### src/hdl/osdc_pkg.sv
// Shared widths, register codes and beat types for the offset/deviation calibrator.
`default_nettype none
package osdc_pkg;

  // Default values for the top-level parameters.
  localparam int SAMPLE_BITS_DEF   = 16;
  localparam int FRACTION_BITS_DEF = 8;

  // Fixed field and state widths.
  localparam int CNT_W     = 21;
  localparam int SUM_W     = 36;
  localparam int SQ_W      = 52;
  localparam int GAIN_W    = 16;
  localparam int GAIN_FRAC = 8;
  localparam int SMP_W     = 16;
  localparam int OFS_W     = 24;
  localparam int STD_W     = 23;
  localparam int DB_W      = 31;

  // The squared deviation is clamped to this many bits before the root.
  localparam int VAR_Q_W = 2 * STD_W;

  // Configuration register indexes and reset values.
  localparam int CFG_IDX_W = 2;
  localparam logic [CFG_IDX_W-1:0] REG_WINDOW = 2'd0;
  localparam logic [CFG_IDX_W-1:0] REG_GAIN   = 2'd1;
  localparam logic [CNT_W-1:0]  WINDOW_RESET = 21'd1000;
  localparam logic [GAIN_W-1:0] GAIN_RESET   = 16'd256;

  // Largest sample count; further samples are dropped.
  localparam logic [CNT_W-1:0] MAX_COUNT = 21'd1048576;

  // Input commands.
  localparam logic CMD_ADD   = 1'b0;
  localparam logic CMD_CLEAR = 1'b1;

  typedef struct packed {
    logic                    command;
    logic signed [SMP_W-1:0] sample;
  } in_item_t;

  typedef struct packed {
    logic signed [OFS_W-1:0] offset;
    logic [STD_W-1:0]        std_dev;
    logic [DB_W-1:0]         deadband;
    logic                    beyond_window;
    logic                    done_res;
    logic                    saturated;
  } out_item_t;

endpackage
`default_nettype wire

### src/hdl/osdc_mul.sv
// Bit-serial shift-add multiplier, one multiplier bit per cycle, MSB first.
`default_nettype none
module osdc_mul #(
  parameter int AW = 16,
  parameter int BW = 16
) (
  input  wire logic             clk,
  input  wire logic             rst,
  input  wire logic             start,
  input  wire logic [AW-1:0]    a,
  input  wire logic [BW-1:0]    b,
  output logic                  busy,
  output logic [AW+BW-1:0]      prod
);

  localparam int CW = $clog2(BW + 1);

  logic [AW-1:0] a_r;
  logic [BW-1:0] b_r;
  logic [CW-1:0] cnt;

  assign busy = (cnt != '0);

  // Step counter.
  always_ff @(posedge clk) begin
    if (rst) begin
      cnt <= '0;
    end else if (start) begin
      cnt <= CW'(BW);
    end else if (busy) begin
      cnt <= cnt - CW'(1);
    end
  end

  // Accumulate one partial product per cycle.
  always_ff @(posedge clk) begin
    if (start) begin
      a_r  <= a;
      b_r  <= b;
      prod <= '0;
    end else if (busy) begin
      b_r  <= b_r << 1;
      prod <= (prod << 1) + (b_r[BW-1] ? (AW+BW)'(a_r) : '0);
    end
  end

endmodule
`default_nettype wire

### src/hdl/osdc_div.sv
// Restoring bit-serial divider, one quotient bit per cycle.
`default_nettype none
module osdc_div #(
  parameter int NUM_W = 32,
  parameter int DEN_W = 16
) (
  input  wire logic             clk,
  input  wire logic             rst,
  input  wire logic             start,
  input  wire logic [DEN_W-1:0] rem_init,
  input  wire logic [NUM_W-1:0] num,
  input  wire logic [DEN_W-1:0] den,
  output logic                  busy,
  output logic [NUM_W-1:0]      quo
);

  localparam int CW = $clog2(NUM_W + 1);

  logic [DEN_W-1:0] den_r;
  logic [DEN_W-1:0] rem;
  logic [CW-1:0]    cnt;
  logic [DEN_W:0]   sh;
  logic             ge;

  assign busy = (cnt != '0);

  // Trial subtraction of the shifted remainder.
  always_comb begin
    sh = {rem, quo[NUM_W-1]};
    ge = (sh >= {1'b0, den_r});
  end

  // Step counter.
  always_ff @(posedge clk) begin
    if (rst) begin
      cnt <= '0;
    end else if (start) begin
      cnt <= CW'(NUM_W);
    end else if (busy) begin
      cnt <= cnt - CW'(1);
    end
  end

  // Numerator bits shift out the top while quotient bits shift in below.
  always_ff @(posedge clk) begin
    if (start) begin
      den_r <= den;
      rem   <= rem_init;
      quo   <= num;
    end else if (busy) begin
      rem <= ge ? DEN_W'(sh - {1'b0, den_r}) : sh[DEN_W-1:0];
      quo <= {quo[NUM_W-2:0], ge};
    end
  end

endmodule
`default_nettype wire

### src/hdl/osdc_sqrt.sv
// Digit-by-digit integer square root, one result bit per cycle.
`default_nettype none
module osdc_sqrt #(
  parameter int VW = 46
) (
  input  wire logic            clk,
  input  wire logic            rst,
  input  wire logic            start,
  input  wire logic [VW-1:0]   radicand,
  output logic                 busy,
  output logic [VW/2-1:0]      root
);

  localparam int RW = VW / 2;
  localparam int CW = $clog2(RW + 1);

  logic [VW-1:0] v_r;
  logic [VW-1:0] res;
  logic [VW-1:0] bit_r;
  logic [CW-1:0] cnt;
  logic [VW-1:0] trial;

  assign busy  = (cnt != '0);
  assign trial = res + bit_r;
  assign root  = res[RW-1:0];

  // Step counter.
  always_ff @(posedge clk) begin
    if (rst) begin
      cnt <= '0;
    end else if (start) begin
      cnt <= CW'(RW);
    end else if (busy) begin
      cnt <= cnt - CW'(1);
    end
  end

  // One candidate bit of the root is tried each cycle.
  always_ff @(posedge clk) begin
    if (start) begin
      v_r   <= radicand;
      res   <= '0;
      bit_r <= VW'(1) << (VW - 2);
    end else if (busy) begin
      if (v_r >= trial) begin
        v_r <= v_r - trial;
        res <= (res >> 1) + bit_r;
      end else begin
        res <= res >> 1;
      end
      bit_r <= bit_r >> 2;
    end
  end

endmodule
`default_nettype wire

### src/hdl/offset_stddev_deadband_calibrator_unit.sv
// Top level of the running offset, standard deviation and deadband calibrator.
//
//  Channel  | Direction | Handshake           | Beat
//  ---------+-----------+---------------------+-------------------------------
//  in       | input     | in_valid / in_stall | command, sample
//  out      | output    | out_valid/out_stall | offset, std_dev, deadband, flags
//  cfg      | input     | cfg_valid/cfg_ready | cfg_index, cfg_data
//
// An add beat runs the serial square, the offset divide with the products, the variance
// divide, the root and the gain multiply in turn before its result is loaded; the next
// beat is taken only once the block is back in its idle state. A sample dropped at the
// count ceiling skips the square. A clear beat goes straight to the output state.
// Reset is synchronous; it restores the register defaults and empties the accumulators.
// A stalled result waits in the output register while the next input beat is already
// accepted.
`default_nettype none
module offset_stddev_deadband_calibrator_unit #(
  parameter int SAMPLE_BITS   = osdc_pkg::SAMPLE_BITS_DEF,
  parameter int FRACTION_BITS = osdc_pkg::FRACTION_BITS_DEF
) (
  input  wire logic                              clk,
  input  wire logic                              rst,
  input  wire logic                              in_valid,
  output logic                                   in_stall,
  input  wire osdc_pkg::in_item_t                in_data,
  output logic                                   out_valid,
  input  wire logic                              out_stall,
  output osdc_pkg::out_item_t                    out_data,
  input  wire logic                              cfg_valid,
  output logic                                   cfg_ready,
  input  wire logic [osdc_pkg::CFG_IDX_W-1:0]    cfg_index,
  input  wire logic [osdc_pkg::CNT_W-1:0]        cfg_data
);

  localparam int CNT_W  = osdc_pkg::CNT_W;
  localparam int SUM_W  = osdc_pkg::SUM_W;
  localparam int SQ_W   = osdc_pkg::SQ_W;
  localparam int M_W    = SAMPLE_BITS;
  localparam int NUM_W  = SUM_W + FRACTION_BITS + 1;
  localparam int PROD_W = CNT_W + SQ_W;
  localparam int D_W    = PROD_W + 2 * FRACTION_BITS;
  localparam int NN_W   = 2 * CNT_W;
  localparam int VQ_W   = osdc_pkg::VAR_Q_W;
  localparam int STD_W  = osdc_pkg::STD_W;
  localparam int GAIN_W = osdc_pkg::GAIN_W;
  localparam int OFS_W  = osdc_pkg::OFS_W;

  localparam logic [3:0] S_IDLE    = 4'd0;
  localparam logic [3:0] S_SQ      = 4'd1;
  localparam logic [3:0] S_PREP    = 4'd2;
  localparam logic [3:0] S_LAUNCH  = 4'd3;
  localparam logic [3:0] S_MUL     = 4'd4;
  localparam logic [3:0] S_VLAUNCH = 4'd5;
  localparam logic [3:0] S_VDIV    = 4'd6;
  localparam logic [3:0] S_SQRT    = 4'd7;
  localparam logic [3:0] S_DB      = 4'd8;
  localparam logic [3:0] S_OUT     = 4'd9;

  logic [3:0] state;

  // Configuration and accumulators.
  logic [CNT_W-1:0]        window_size;
  logic [GAIN_W-1:0]       deadband_gain;
  logic [CNT_W-1:0]        sample_count;
  logic signed [SUM_W-1:0] sample_sum;
  logic [SQ_W-1:0]         square_sum;

  // Working registers.
  logic signed [M_W-1:0]   s_r;
  logic [CNT_W-1:0]        n_r;
  logic [SUM_W-1:0]        mag_r;
  logic                    neg_r;
  logic [D_W-1:0]          d_r;
  logic                    vsat_r;
  logic [OFS_W-1:0]        ofs_r;
  logic [STD_W-1:0]        sd_r;
  logic [osdc_pkg::DB_W-1:0] db_r;
  logic                    beyond_r;
  logic                    done_r;
  logic                    satf_r;

  // Unit handshakes and results.
  logic                    sq_start, par_start, var_start, rt_start, db_start;
  logic                    sq_busy, na_busy, mm_busy, nn_busy, od_busy, vd_busy;
  logic                    rt_busy, db_busy;
  logic [2*M_W-1:0]        sq_prod;
  logic [PROD_W-1:0]       ns_prod;
  logic [2*SUM_W-1:0]      mm_prod;
  logic [NN_W-1:0]         nn_prod;
  logic [NUM_W-1:0]        od_quo;
  logic [VQ_W-1:0]         vd_quo;
  logic [STD_W-1:0]        rt_root;
  logic [STD_W+GAIN_W-1:0] db_prod;

  // Combinational helpers.
  logic                    accept;
  logic signed [M_W-1:0]   s_in;
  logic [M_W-1:0]          m_in;
  logic [CNT_W-1:0]        n_max;
  logic [PROD_W-1:0]       dv;
  logic [D_W-1:0]          d_hi;
  logic [VQ_W-1:0]         rad;
  logic [OFS_W-1:0]        ofs_next;

  assign in_stall  = (state != S_IDLE);
  assign cfg_ready = 1'b1;
  assign accept    = in_valid && !in_stall;

  // Sample field, its magnitude and the larger of window size and sample count.
  always_comb begin
    s_in  = in_data.sample[M_W-1:0];
    m_in  = s_in[M_W-1] ? M_W'(-s_in) : M_W'(s_in);
    n_max = (window_size > sample_count) ? window_size : sample_count;
  end

  // Saturated rounded offset, variance numerator and its high part, clamped radicand.
  always_comb begin
    if (neg_r) begin
      ofs_next = (od_quo > NUM_W'(24'h800000)) ? 24'h800000 : (24'd0 - od_quo[OFS_W-1:0]);
    end else begin
      ofs_next = (od_quo > NUM_W'(24'h7FFFFF)) ? 24'h7FFFFF : od_quo[OFS_W-1:0];
    end
    dv   = ns_prod - PROD_W'(mm_prod);
    d_hi = d_r >> VQ_W;
    rad  = vsat_r ? '1 : vd_quo;
  end

  assign sq_start  = accept && (in_data.command == osdc_pkg::CMD_ADD) &&
                     (sample_count < osdc_pkg::MAX_COUNT);
  assign par_start = (state == S_LAUNCH);
  assign var_start = (state == S_VLAUNCH);
  assign rt_start  = (state == S_VDIV) && !vd_busy;
  assign db_start  = (state == S_SQRT) && !rt_busy;

  // Configuration writes.
  always_ff @(posedge clk) begin
    if (rst) begin
      window_size   <= osdc_pkg::WINDOW_RESET;
      deadband_gain <= osdc_pkg::GAIN_RESET;
    end else if (cfg_valid && cfg_ready) begin
      unique case (cfg_index)
        osdc_pkg::REG_WINDOW: window_size   <= cfg_data;
        osdc_pkg::REG_GAIN:   deadband_gain <= cfg_data[GAIN_W-1:0];
        default: ;
      endcase
    end
  end

  // Sequencer and accumulators.
  always_ff @(posedge clk) begin
    if (rst) begin
      state        <= S_IDLE;
      sample_count <= '0;
      sample_sum   <= '0;
      square_sum   <= '0;
    end else begin
      unique case (state)
        S_IDLE: begin
          if (accept) begin
            if (in_data.command == osdc_pkg::CMD_CLEAR) begin
              sample_count <= '0;
              sample_sum   <= '0;
              square_sum   <= '0;
              state        <= S_OUT;
            end else if (sample_count < osdc_pkg::MAX_COUNT) begin
              state <= S_SQ;
            end else begin
              state <= S_PREP;
            end
          end
        end
        S_SQ: begin
          if (!sq_busy) begin
            sample_count <= sample_count + CNT_W'(1);
            sample_sum   <= sample_sum + SUM_W'(s_r);
            square_sum   <= square_sum + SQ_W'(sq_prod);
            state        <= S_PREP;
          end
        end
        S_PREP:    state <= S_LAUNCH;
        S_LAUNCH:  state <= S_MUL;
        S_MUL: begin
          if (!(na_busy || mm_busy || nn_busy || od_busy)) begin
            state <= S_VLAUNCH;
          end
        end
        S_VLAUNCH: state <= S_VDIV;
        S_VDIV: begin
          if (!vd_busy) begin
            state <= S_SQRT;
          end
        end
        S_SQRT: begin
          if (!rt_busy) begin
            state <= S_DB;
          end
        end
        S_DB: begin
          if (!db_busy) begin
            state <= S_OUT;
          end
        end
        S_OUT: begin
          if (!out_valid || !out_stall) begin
            state <= S_IDLE;
          end
        end
        default: state <= S_IDLE;
      endcase
    end
  end

  // Datapath registers for the beat in progress.
  always_ff @(posedge clk) begin
    if (accept) begin
      s_r      <= s_in;
      beyond_r <= (in_data.command == osdc_pkg::CMD_ADD) &&
                  (sample_count >= window_size);
      satf_r   <= (in_data.command == osdc_pkg::CMD_ADD) &&
                  (sample_count >= osdc_pkg::MAX_COUNT);
      if (in_data.command == osdc_pkg::CMD_CLEAR) begin
        done_r   <= (window_size <= CNT_W'(1));
        ofs_r    <= '0;
        sd_r     <= '0;
        db_r     <= '0;
      end
    end
    if (state == S_PREP) begin
      n_r    <= (n_max == '0) ? CNT_W'(1) : n_max;
      neg_r  <= sample_sum[SUM_W-1];
      mag_r  <= sample_sum[SUM_W-1] ? SUM_W'(-sample_sum) : SUM_W'(sample_sum);
      done_r <= ((CNT_W+1)'(sample_count) + (CNT_W+1)'(1)) >= (CNT_W+1)'(n_max);
    end
    if (state == S_MUL) begin
      ofs_r  <= ofs_next;
      d_r    <= D_W'(dv) << (2 * FRACTION_BITS);
    end
    if (state == S_VLAUNCH) begin
      vsat_r <= (d_hi >= D_W'(nn_prod));
    end
    if (db_start) begin
      sd_r <= rt_root;
    end
    if ((state == S_DB) && !db_busy) begin
      db_r <= db_prod[osdc_pkg::GAIN_FRAC +: osdc_pkg::DB_W];
    end
  end

  // Output register.
  always_ff @(posedge clk) begin
    if (rst) begin
      out_valid <= 1'b0;
    end else if ((state == S_OUT) && (!out_valid || !out_stall)) begin
      out_valid <= 1'b1;
    end else if (out_valid && !out_stall) begin
      out_valid <= 1'b0;
    end
  end

  always_ff @(posedge clk) begin
    if ((state == S_OUT) && (!out_valid || !out_stall)) begin
      out_data.offset        <= ofs_r;
      out_data.std_dev       <= sd_r;
      out_data.deadband      <= db_r;
      out_data.beyond_window <= beyond_r;
      out_data.done_res      <= done_r;
      out_data.saturated     <= satf_r;
    end
  end

  // Square of the new sample.
  osdc_mul #(.AW(M_W), .BW(M_W)) u_sq (
    .clk(clk), .rst(rst), .start(sq_start), .a(m_in), .b(m_in),
    .busy(sq_busy), .prod(sq_prod)
  );

  // N times the sum of squares.
  osdc_mul #(.AW(SQ_W), .BW(CNT_W)) u_ns (
    .clk(clk), .rst(rst), .start(par_start), .a(square_sum), .b(n_r),
    .busy(na_busy), .prod(ns_prod)
  );

  // Square of the sum magnitude.
  osdc_mul #(.AW(SUM_W), .BW(SUM_W)) u_mm (
    .clk(clk), .rst(rst), .start(par_start), .a(mag_r), .b(mag_r),
    .busy(mm_busy), .prod(mm_prod)
  );

  // N squared, the variance divisor.
  osdc_mul #(.AW(CNT_W), .BW(CNT_W)) u_nn (
    .clk(clk), .rst(rst), .start(par_start), .a(n_r), .b(n_r),
    .busy(nn_busy), .prod(nn_prod)
  );

  // Rounded mean divide.
  osdc_div #(.NUM_W(NUM_W), .DEN_W(CNT_W)) u_odiv (
    .clk(clk), .rst(rst), .start(par_start), .rem_init('0),
    .num((NUM_W'(mag_r) << FRACTION_BITS) + NUM_W'(n_r >> 1)),
    .den(n_r), .busy(od_busy), .quo(od_quo)
  );

  // Variance divide; the high part of the numerator seeds the remainder.
  osdc_div #(.NUM_W(VQ_W), .DEN_W(NN_W)) u_vdiv (
    .clk(clk), .rst(rst), .start(var_start), .rem_init(d_hi[NN_W-1:0]),
    .num(d_r[VQ_W-1:0]), .den(nn_prod), .busy(vd_busy), .quo(vd_quo)
  );

  osdc_sqrt #(.VW(VQ_W)) u_sqrt (
    .clk(clk), .rst(rst), .start(rt_start), .radicand(rad),
    .busy(rt_busy), .root(rt_root)
  );

  // Deviation times gain.
  osdc_mul #(.AW(STD_W), .BW(GAIN_W)) u_db (
    .clk(clk), .rst(rst), .start(db_start), .a(rt_root), .b(deadband_gain),
    .busy(db_busy), .prod(db_prod)
  );

  // The count never passes its ceiling.
  a_count_max: assert property (@(posedge clk) disable iff (rst)
    sample_count <= osdc_pkg::MAX_COUNT)
    else $error("sample count above its maximum");

  // A result beat appears only from the output state.
  a_out_src: assert property (@(posedge clk) disable iff (rst)
    $rose(out_valid) |-> $past(state == S_OUT))
    else $error("result loaded outside the output state");

  // No arithmetic unit runs while the block waits for input.
  a_idle_units: assert property (@(posedge clk) disable iff (rst)
    (state == S_IDLE) |-> !(sq_busy || na_busy || mm_busy || nn_busy ||
                            od_busy || vd_busy || rt_busy || db_busy))
    else $error("unit busy while idle");

  // The scaled variance is never negative.
  a_var_sign: assert property (@(posedge clk) disable iff (rst)
    ((state == S_MUL) && !(na_busy || mm_busy || nn_busy || od_busy))
      |-> (ns_prod >= PROD_W'(mm_prod)))
    else $error("negative variance numerator");

endmodule
`default_nettype wire

### config.mk
export PLATFORM = sky130hd
export DESIGN_NAME = offset_stddev_deadband_calibrator_unit
export DESIGN_NICKNAME = d
export VERILOG_FILES = /design/src/hdl/osdc_pkg.sv /design/src/hdl/osdc_mul.sv /design/src/hdl/osdc_div.sv /design/src/hdl/osdc_sqrt.sv /design/src/hdl/offset_stddev_deadband_calibrator_unit.sv
export SDC_FILE = /design/constraint.sdc
export NUM_CORES = 2
export LEC_CHECK = 0
export BUFFER_PORTS_ARGS = -buffer_cell sky130_fd_sc_hd__buf_2
export CORE_MARGIN = 8
export CORE_UTILIZATION = 53
export CTS_BUF_LIST = sky130_fd_sc_hd__clkbuf_16
export CTS_CLUSTER_DIAMETER = 100
export DETAILED_ROUTE_END_ITERATION = 6
export MAX_ROUTING_LAYER = met4
export PLACE_DENSITY = 0.81
export SKIP_LAST_GASP = 1
export SLEW_MARGIN = 20
export SYNTH_ARGS = -nofsm -noshare
export SYNTH_HDL_FRONTEND = slang
export SYNTH_SLANG_ARGS = --single-unit
### constraint.sdc
create_clock -name clk -period 20.9 [get_ports clk]
set_input_delay 2.09 -clock clk [delete_from_list [all_inputs] [get_ports clk]]
set_output_delay 2.09 -clock clk [all_outputs]
set_load 0.03 [all_outputs]
# After elaboration in Yosys (flattened, before gate mapping)
# Index checks and enable logic that the tools add are counted.
dict set report classes {
  add_sub_neg 27
  n_bitwise 1
  n_mux 86
  eq_ne 18
  n_reduce_logical 65
  n_lt_le_gt_ge 12
}
# cell n
set op_table {}
lappend op_table {{2-to-1 mux 46 bit} 7}
lappend op_table {{2-to-1 mux 36 bit} 6}
lappend op_table {{2-to-1 mux 21 bit} 10}
lappend op_table {{2-to-1 mux 52 bit} 4}
lappend op_table {{2-to-1 mux 24 bit} 6}
lappend op_table {{2-to-1 mux 42 bit} 3}
lappend op_table {{case mux 52 bit (2 select lines)} 1}
lappend op_table {{2-to-1 mux 16 bit} 6}
lappend op_table {{2-to-1 mux 31 bit} 3}
lappend op_table {{2-to-1 mux 23 bit} 4}
lappend op_table {{2-to-1 mux 45 bit} 2}
lappend op_table {{>= comparator 43 x 42 -> 1 bit} 2}
lappend op_table {{adder 73 bit} 1}
lappend op_table {{subtractor 73 x 72 -> 73 bit} 1}
lappend op_table {{adder 72 bit} 1}
lappend op_table {{case mux 36 bit (2 select lines)} 1}
lappend op_table {{adder 52 x 32 -> 52 bit} 1}
lappend op_table {{2-to-1 mux 5 bit} 10}
lappend op_table {{adder 45 x 45 -> 46 bit} 1}
lappend op_table {{adder 46 x 45 -> 46 bit} 1}
lappend op_table {{>= comparator 46 bit} 1}
lappend op_table {{subtractor 46 bit} 1}
lappend op_table {{adder 44 x 20 -> 45 bit} 1}
lappend op_table {{> comparator 45 x 23 -> 1 bit (second input constant)} 1}
lappend op_table {{49 further kinds} 134}
dict set report totals {
  word_cells 275
  regBits 1331
  out_inout_bits 84
  inputBits 45
}

# Depth between registers and ports, before layout
dict set report depth {
  ltp_word 6
  mapped_depth 30
  depth_no_buf 28
}

# Hierarchy
# From an unflattened synthesis, not the netlist that was laid out.
dict set report hier_totals {
  cells_unflattened 8945
  area_unflattened_um2 84183.2
}
# mod area_each_um2 instances seq_area_each_um2 cells_per_inst
set by_module_without_submodules {}
lappend by_module_without_submodules {offset_stddev_deadband_calibrator_unit 29115.4 1 12331.8 3107}
lappend by_module_without_submodules {osdc_sqrt 10914.2 1 2862.7 1403}
lappend by_module_without_submodules {{osdc_mul (u_ns)} 8753.4 1 3753.6 944}
lappend by_module_without_submodules {{osdc_mul (u_mm)} 8538.2 1 3723.6 901}
lappend by_module_without_submodules {{osdc_div (u_vdiv)} 8272.9 1 4023.9 769}
lappend by_module_without_submodules {{osdc_div (u_odiv)} 5296.3 1 2732.6 465}
lappend by_module_without_submodules {{osdc_mul (u_db)} 4709.5 1 2052.0 499}
lappend by_module_without_submodules {{osdc_mul (u_nn)} 4689.5 1 2202.1 453}
lappend by_module_without_submodules {{osdc_mul (u_sq)} 3893.7 1 1701.6 404}

# Least setup slack after synthesis
# No wires, ideal clock.
dict set report synth_path {
  path_kind {register to register}
  startpoint {register u_sqrt.res[2]}
  endpoint {register u_sqrt.v_r[0] (enable)}
  setup_ns 0.513
  arrival_time_ns 8.497
  path_buffers 2
  required_ns 20.387
  path_stages_with_launch 28
  synth_period_minus_slack_ns 9.010
  path_slack_ns 11.890
  path_cell_list {dfxtp_1 -> ha_1 -> a31oi_1 -> o21bai_1 -> a31oi_1 -> o311ai_0 -> a31o_2 -> a311oi_1 -> o31ai_1 -> a21oi_1 -> o21bai_1 -> o211ai_1 -> nor2b_1 -> nor2_1 -> nor2_1 -> xor2_1 -> ha_1 -> nand4_1 -> nor2_1 -> nand2_1 -> nor2_1 -> nand3_1 -> and3_1 -> a21o_1 -> or2_2 -> clkbuf_1 -> clkbuf_1 -> o21ai_0}
}
dict set report synth_between {
  elab_chain_len 4
}
# element line
set synth_rtl {}
lappend synth_rtl {{from (decl)} osdc_sqrt.sv:18} ;# logic [VW-1:0] res;
lappend synth_rtl {{from (signal assigned)} osdc_sqrt.sv:47} ;# res <= (res >> 1) + bit_r;
lappend synth_rtl {{from (signal assigned)} osdc_sqrt.sv:49} ;# res <= res >> 1;
lappend synth_rtl {{adder 46 x 45 -> 46 bit} osdc_sqrt.sv:24} ;# assign trial = res + bit_r;
lappend synth_rtl {{>= comparator 46 bit} osdc_sqrt.sv:45} ;# if (v_r >= trial) begin
lappend synth_rtl {{nonzero test 2 bit (no source line)} n/a}
lappend synth_rtl {{AND reduction 2 bit (no source line)} n/a}
lappend synth_rtl {{to (signal assigned)} osdc_sqrt.sv:41} ;# v_r <= radicand;
lappend synth_rtl {{to (signal assigned)} osdc_sqrt.sv:46} ;# v_r <= v_r - trial;
lappend synth_rtl {{to (decl)} osdc_sqrt.sv:17} ;# logic [VW-1:0] v_r;
# Every way passes these cells.
# A chain may end at the register's enable or synchronous reset.

# Worst setup path after layout
dict set report layout_path {
  startpoint {register u_sqrt.res[2]}
  endpoint {register u_sqrt.v_r[39] (enable)}
}
# Same word-level chain as after synthesis.

==> results_tabular.tex <==
\begin{tabular}{lr}
\hline
Metric & Value \\
\hline
\multicolumn{2}{l}{\textbf{Run status}} \\
Status & finished with violations \\
Violations in the final reports & design-rule violations \\
\multicolumn{2}{l}{\textbf{STA}} \\
Final total negative setup slack & 0 ns \\
Final-report setup violation count & 0 \\
Final cycle utilization of the critical path & 34.20\% \\
Final hold violation count & 0 \\
Final max-slew violation count & 0 \\
Slew Limit Headroom & 26.73\% \\
RSZ-0062 raised after global routing & no \\
Transition time at the pin with the least slew margin & 1.096 ns \\
Minimum clock period after layout & 7.148 ns \\
Worst hold margin & 0.4052 ns \\
Post-route clock skew & 0.05269 ns \\
Highest clock rate & 0.1399 GHz \\
\multicolumn{2}{l}{\textbf{Power}} \\
Net switching component of the power & 0.006108 W \\
Relative contribution of sequential cells to total power & 33.3\% \\
Fraction of power spent switching nets & 42.13\% \\
Proportion of power drawn by the clock network & 18.1\% \\
Power share of the combinational group & 48.7\% \\
Leakage power & 35.55 nW \\
Worst-case vdd ir drop & 109.2 uV \\
Total power per unit cell area & 171.4 mW/mm\^{}2 \\
Pint & 0.008389 W \\
\multicolumn{2}{l}{\textbf{Worst setup path}} \\
Crit path DAT & 7.52 ns \\
Endpoint of the worst register-to-register path & u\_sqrt.v\_r[39]\$\_DFFE\_PP\_ \\
Max FO, Critical Path & 47 \\
Sort of element at the end of the critical path & flop \\
R2R depth & 27 \\
Launching element type of the critical path & flop \\
Beginning of the worst register-to-register path & u\_sqrt.res[2]\$\_SDFFE\_PP0P\_ \\
Class of the most critical setup path & flop to flop \\
Reg-to-reg slack, setup & 13.75 ns \\
Data required time at the worst endpoint & 21.28 ns \\
\multicolumn{2}{l}{\textbf{Hold path}} \\
Cells on Worst Hold Path & 0 \\
End point of the most critical hold path & out\_data[30]\$\_DFFE\_PP\_ \\
Launch instance of the worst min-delay path & db\_r[27]\$\_SDFFCE\_PN0P\_ \\
Hold Path Class & flop to flop \\
\multicolumn{2}{l}{\textbf{Cells and area}} \\
Final \#Nets & 8997 \\
Filler-free cell count of the finished design & 10430 \\
Synth-to-layout area growth & 9.311\% \\
Share of final-layout standard cells stronger than drive strength 1 & 6.203\% \\
\multicolumn{2}{l}{\textbf{Clock tree}} \\
Clock latency reported for the late side of the worst-skew pair & 0.78 ns \\
CTS buffer count & 143 \\
Clock tree buffer depth & 3 \\
CTS Sinks & 1331 \\
Root cell of the clock tree & sky130\_fd\_sc\_hd\_\_clkbuf\_16 \\
CTS tree & yes \\
Buffers inserted during post-CTS setup optimization & 0 \\
Number of hold-repair buffers added at the cts stage & 0 \\
\# resized after CTS & 0 \\
Clock slew seen by the registers of the worst setup and hold paths & 0.07 ns \\
Number of H-tree levels & 4 \\
\multicolumn{2}{l}{\textbf{Global route}} \\
Overflow after GRT & 0 \\
Antenna violations before repair & 2 \\
Total routing resource utilization after global routing & 23.22\% \\
Via count of the first global-routing pass & 57910 \\
Largest net degree at the start of global routing & 114 \\
First-pass GRT wire length & 298400 um \\
\multicolumn{2}{l}{\textbf{Synthesis}} \\
Avg Inst Size Synth & 9.188 um\^{}2 \\
Number of synthesized flops with an enable pin & 789 \\
Commonest cells in the netlist & 1184 x sky130\_fd\_sc\_hd\_\_nand2\_1, 795 x sky130\_fd\_sc\_hd\_\_a21oi\_1, 789 x sky130\_fd\_sc\_hd\_\_edfxtp\_1 \\
Most common cell in the synthesized netlist & sky130\_fd\_sc\_hd\_\_nand2\_1 \\
Number of synthesized register bits & 1331 \\
Mapped Area & 0.07739 mm\^{}2 \\
Distinct cells, synth & 84 \\
Cell types occupying the most area after synthesis & sky130\_fd\_sc\_hd\_\_edfxtp\_1 31\%, sky130\_fd\_sc\_hd\_\_dfxtp\_1 14\%, sky130\_fd\_sc\_hd\_\_ha\_1 8.9\% \\
YS warnings & 0 \\
Synthesized instance count & 8423 \\
Number of nets in the synthesized netlist & 9030 \\
Fraction of registers with async set/reset & 0\% \\
Synth Flop Type & sky130\_fd\_sc\_hd\_\_edfxtp\_1 \\
Share of the yosys chip area belonging to registers & 44.64\% \\
Area leader, netlist & sky130\_fd\_sc\_hd\_\_edfxtp\_1 \\
Share of Yosys cell area claimed by the top area cell type & 30.62\% \\
\multicolumn{2}{l}{\textbf{Route}} \\
Number of design rule violations left after detail routing & 11 \\
First-pass iteration count of the detailed router & 7 \\
Vias after detailed routing & 61080 \\
Remaining antenna violation count & 0 \\
Via-to-Cell Ratio & 5.856 \\
Post-DR wirelength/cell & 17.87 um \\
Total length of routed wires & 186400 um \\
Violation count after the first detailed-route iteration & 5177 \\
\multicolumn{2}{l}{\textbf{Floorplan}} \\
Die outline height & 398.1 um \\
Floorplan Core Area & 0.1454 mm\^{}2 \\
Area enclosed by the die boundary & 0.1585 mm\^{}2 \\
Chip Width & 398.1 um \\
Number of top-level pins & 129 \\
FP Rows & 140 \\
Initial Utilization & 53.23\% \\
\multicolumn{2}{l}{\textbf{Place}} \\
Placed wire-length estimate & 136000 um \\
Placer congestion estimate & 0.9372 \\
Cell count after placement & 10160 \\
Number of buffer cells added on primary ports & 127 \\
\multicolumn{2}{l}{\textbf{Run}} \\
Max-cap violations & 0 \\
\hline
\end{tabular}
[power groups by stage]
stage	clock, W	sequential, W	combinational, W
floorplan	0	0.00455	0.00551
global placement	0	0.00480	0.00669
detailed placement	0	0.00484	0.00692
CTS	0.00266	0.00480	0.00699
global route	0.00276	0.00491	0.00787
finish	0.00262	0.00482	0.00706
[cells by family after synthesis]
kind of cell,share of synthesized area [%]
mux,0.2312
xor+xnor,7.164
buf+inv,3.804
other cells,0.004846
flops,44.64
compound gates,17.53
simple gates,17.43
fa+ha+maj,9.203
[cells in the final DEF, fill, tap and decap left out, types with 16 or more instances in the layout]
master                      synthesis  final
sky130_fd_sc_hd__nand2_1         1184   1179
sky130_fd_sc_hd__a21oi_1          795    794
sky130_fd_sc_hd__edfxtp_1         789    789
sky130_fd_sc_hd__nor2_1           568    561
sky130_fd_sc_hd__ha_1             550    550
sky130_fd_sc_hd__dfxtp_1          542    541
sky130_fd_sc_hd__o21ai_0          483    481
sky130_fd_sc_hd__inv_1            412    429
sky130_fd_sc_hd__xnor2_1          420    420
sky130_fd_sc_hd__a21o_1           259    259
sky130_fd_sc_hd__and2_1           232    233
sky130_fd_sc_hd__xor2_1           213    213
sky130_fd_sc_hd__nor3_1           174    173
sky130_fd_sc_hd__nand3_1          164    164
sky130_fd_sc_hd__clkbuf_16          0    150
sky130_fd_sc_hd__buf_2              2    126
sky130_fd_sc_hd__a211oi_1         122    122
sky130_fd_sc_hd__nand4_1          114    114
sky130_fd_sc_hd__nor2b_1           90     90
sky130_fd_sc_hd__nand2b_1          88     88
sky130_fd_sc_hd__a31oi_1           88     87
sky130_fd_sc_hd__and3_1            76     76
sky130_fd_sc_hd__o21bai_1          65     65
sky130_fd_sc_hd__o21a_1            58     58
sky130_fd_sc_hd__buf_4              4     58
sky130_fd_sc_hd__or3_1             45     45
sky130_fd_sc_hd__nor4_1            45     43
sky130_fd_sc_hd__a22oi_1           43     43
sky130_fd_sc_hd__o31ai_1           40     40
sky130_fd_sc_hd__a22o_1            35     35
sky130_fd_sc_hd__or2_2             28     28
sky130_fd_sc_hd__clkinv_1           3     26
sky130_fd_sc_hd__o211ai_1          25     25
sky130_fd_sc_hd__clkinv_2           0     22
sky130_fd_sc_hd__a21boi_0          22     22
sky130_fd_sc_hd__a31o_2            21     21
sky130_fd_sc_hd__bufinv_16          0     16
[registers in the layout (all words and copies together) (netlist names), 39 cells and up]
| name | flops |
|---|---|
| u_vdiv.quo | 46 |
| u_ns.prod | 73 |
| u_nn.prod | 42 |
| u_ns.a_r | 52 |
| u_vdiv.den_r | 42 |
| u_vdiv.rem | 42 |
| u_odiv.quo | 45 |
| out_data | 81 |
| d_r | 73 |
| square_sum | 52 |
| u_db.prod | 39 |
| u_sqrt.res | 46 |
| u_mm.prod | 72 |
| u_sqrt.v_r | 46 |
[critical path, stage by stage (launching register included)]
cell and delay, ns:
sky130_fd_sc_hd__dfxtp_1 0.38, sky130_fd_sc_hd__ha_1 0.36, sky130_fd_sc_hd__a31oi_1 0.13, sky130_fd_sc_hd__o21bai_1 0.25, sky130_fd_sc_hd__a31oi_1 0.19, sky130_fd_sc_hd__o311ai_0 0.61, sky130_fd_sc_hd__a31o_2 0.29, sky130_fd_sc_hd__a311oi_1 0.12
sky130_fd_sc_hd__o31ai_1 0.47, sky130_fd_sc_hd__a21oi_1 0.20, sky130_fd_sc_hd__o21bai_1 0.34, sky130_fd_sc_hd__o211ai_1 0.14, sky130_fd_sc_hd__nor2b_1 0.17, sky130_fd_sc_hd__nor2_1 0.10, sky130_fd_sc_hd__nor2_1 0.05, sky130_fd_sc_hd__xor2_1 0.15
sky130_fd_sc_hd__ha_1 0.40, sky130_fd_sc_hd__nand4_1 0.15, sky130_fd_sc_hd__nor2_1 0.15, sky130_fd_sc_hd__nand2_1 0.12, sky130_fd_sc_hd__nor2_1 0.16, sky130_fd_sc_hd__nand3_1 0.08, sky130_fd_sc_hd__and3_1 0.21, sky130_fd_sc_hd__a21o_1 0.20
sky130_fd_sc_hd__or2_2 0.27, sky130_fd_sc_hd__buf_4 0.27, sky130_fd_sc_hd__o21ai_4 0.18, sky130_fd_sc_hd__buf_4 0.51
[cell type report]
| class | instances | area (um^2) |
|---|---|---|
| Clock inverter | 117 | 1174 |
| Timing Repair Buffer | 185 | 1077 |
| Antenna cell | 1 | 2.502 |
| Tap cell | 1917 | 2399 |
| Sequential cell | 1331 | 34540 |
| Clock buffer | 150 | 3754 |
| Inverter | 415 | 1567 |
| Fill cell | 12080 | 60800 |
| Multi-Input combinational cell | 6314 | 40080 |
[stage by stage]
| stage | power (W) | cell area [um^2] | setup WS (ns) | util, % |
|---|---|---|---|---|
| 6_report | 0.01450 | 84590 | 13.75 | 58.18 |
| 5_1_grt | 0.01554 | 84590 | 13.10 | 58.18 |
| 4_1_cts | 0.01444 | 84580 | 13.75 | 58.17 |
| 3_5_place_dp | 0.01176 | 79650 | 13.82 | 54.79 |
| 3_3_place_gp | 0.01149 | 79650 | 13.91 | 54.79 |
| 2_1_floorplan | 0.01006 | 77390 | 11.89 | - |
[layer usage]
| layer | routed length (um) | track usage [%] | vias to the layer above |
|---|---|---|---|
| met5 | 0 | - | - |
| met4 | 6024 | 7.709 | 0 |
| met3 | 11110 | 2.855 | 370 |
| met2 | 87050 | 37.44 | 1968 |
| met1 | 82180 | 30.54 | 28770 |
| li1 | - | - | 29980 |
[worst max path at each step]
stage                               start  slack (ns)                  endpoint
2_1_floorplan  u_sqrt.res[2]$_SDFFE_PP0P_       11.89   u_sqrt.v_r[0]$_DFFE_PP_
3_3_place_gp   u_sqrt.res[2]$_SDFFE_PP0P_       13.91  u_sqrt.v_r[37]$_DFFE_PP_
3_5_place_dp   u_sqrt.res[2]$_SDFFE_PP0P_       13.82  u_sqrt.v_r[37]$_DFFE_PP_
4_1_cts        u_sqrt.res[2]$_SDFFE_PP0P_       13.75  u_sqrt.v_r[39]$_DFFE_PP_
5_1_grt        u_sqrt.res[2]$_SDFFE_PP0P_       13.10  u_sqrt.v_r[40]$_DFFE_PP_
6_report       u_sqrt.res[2]$_SDFFE_PP0P_       13.75  u_sqrt.v_r[39]$_DFFE_PP_
Power figures use the tool's default switching activity.
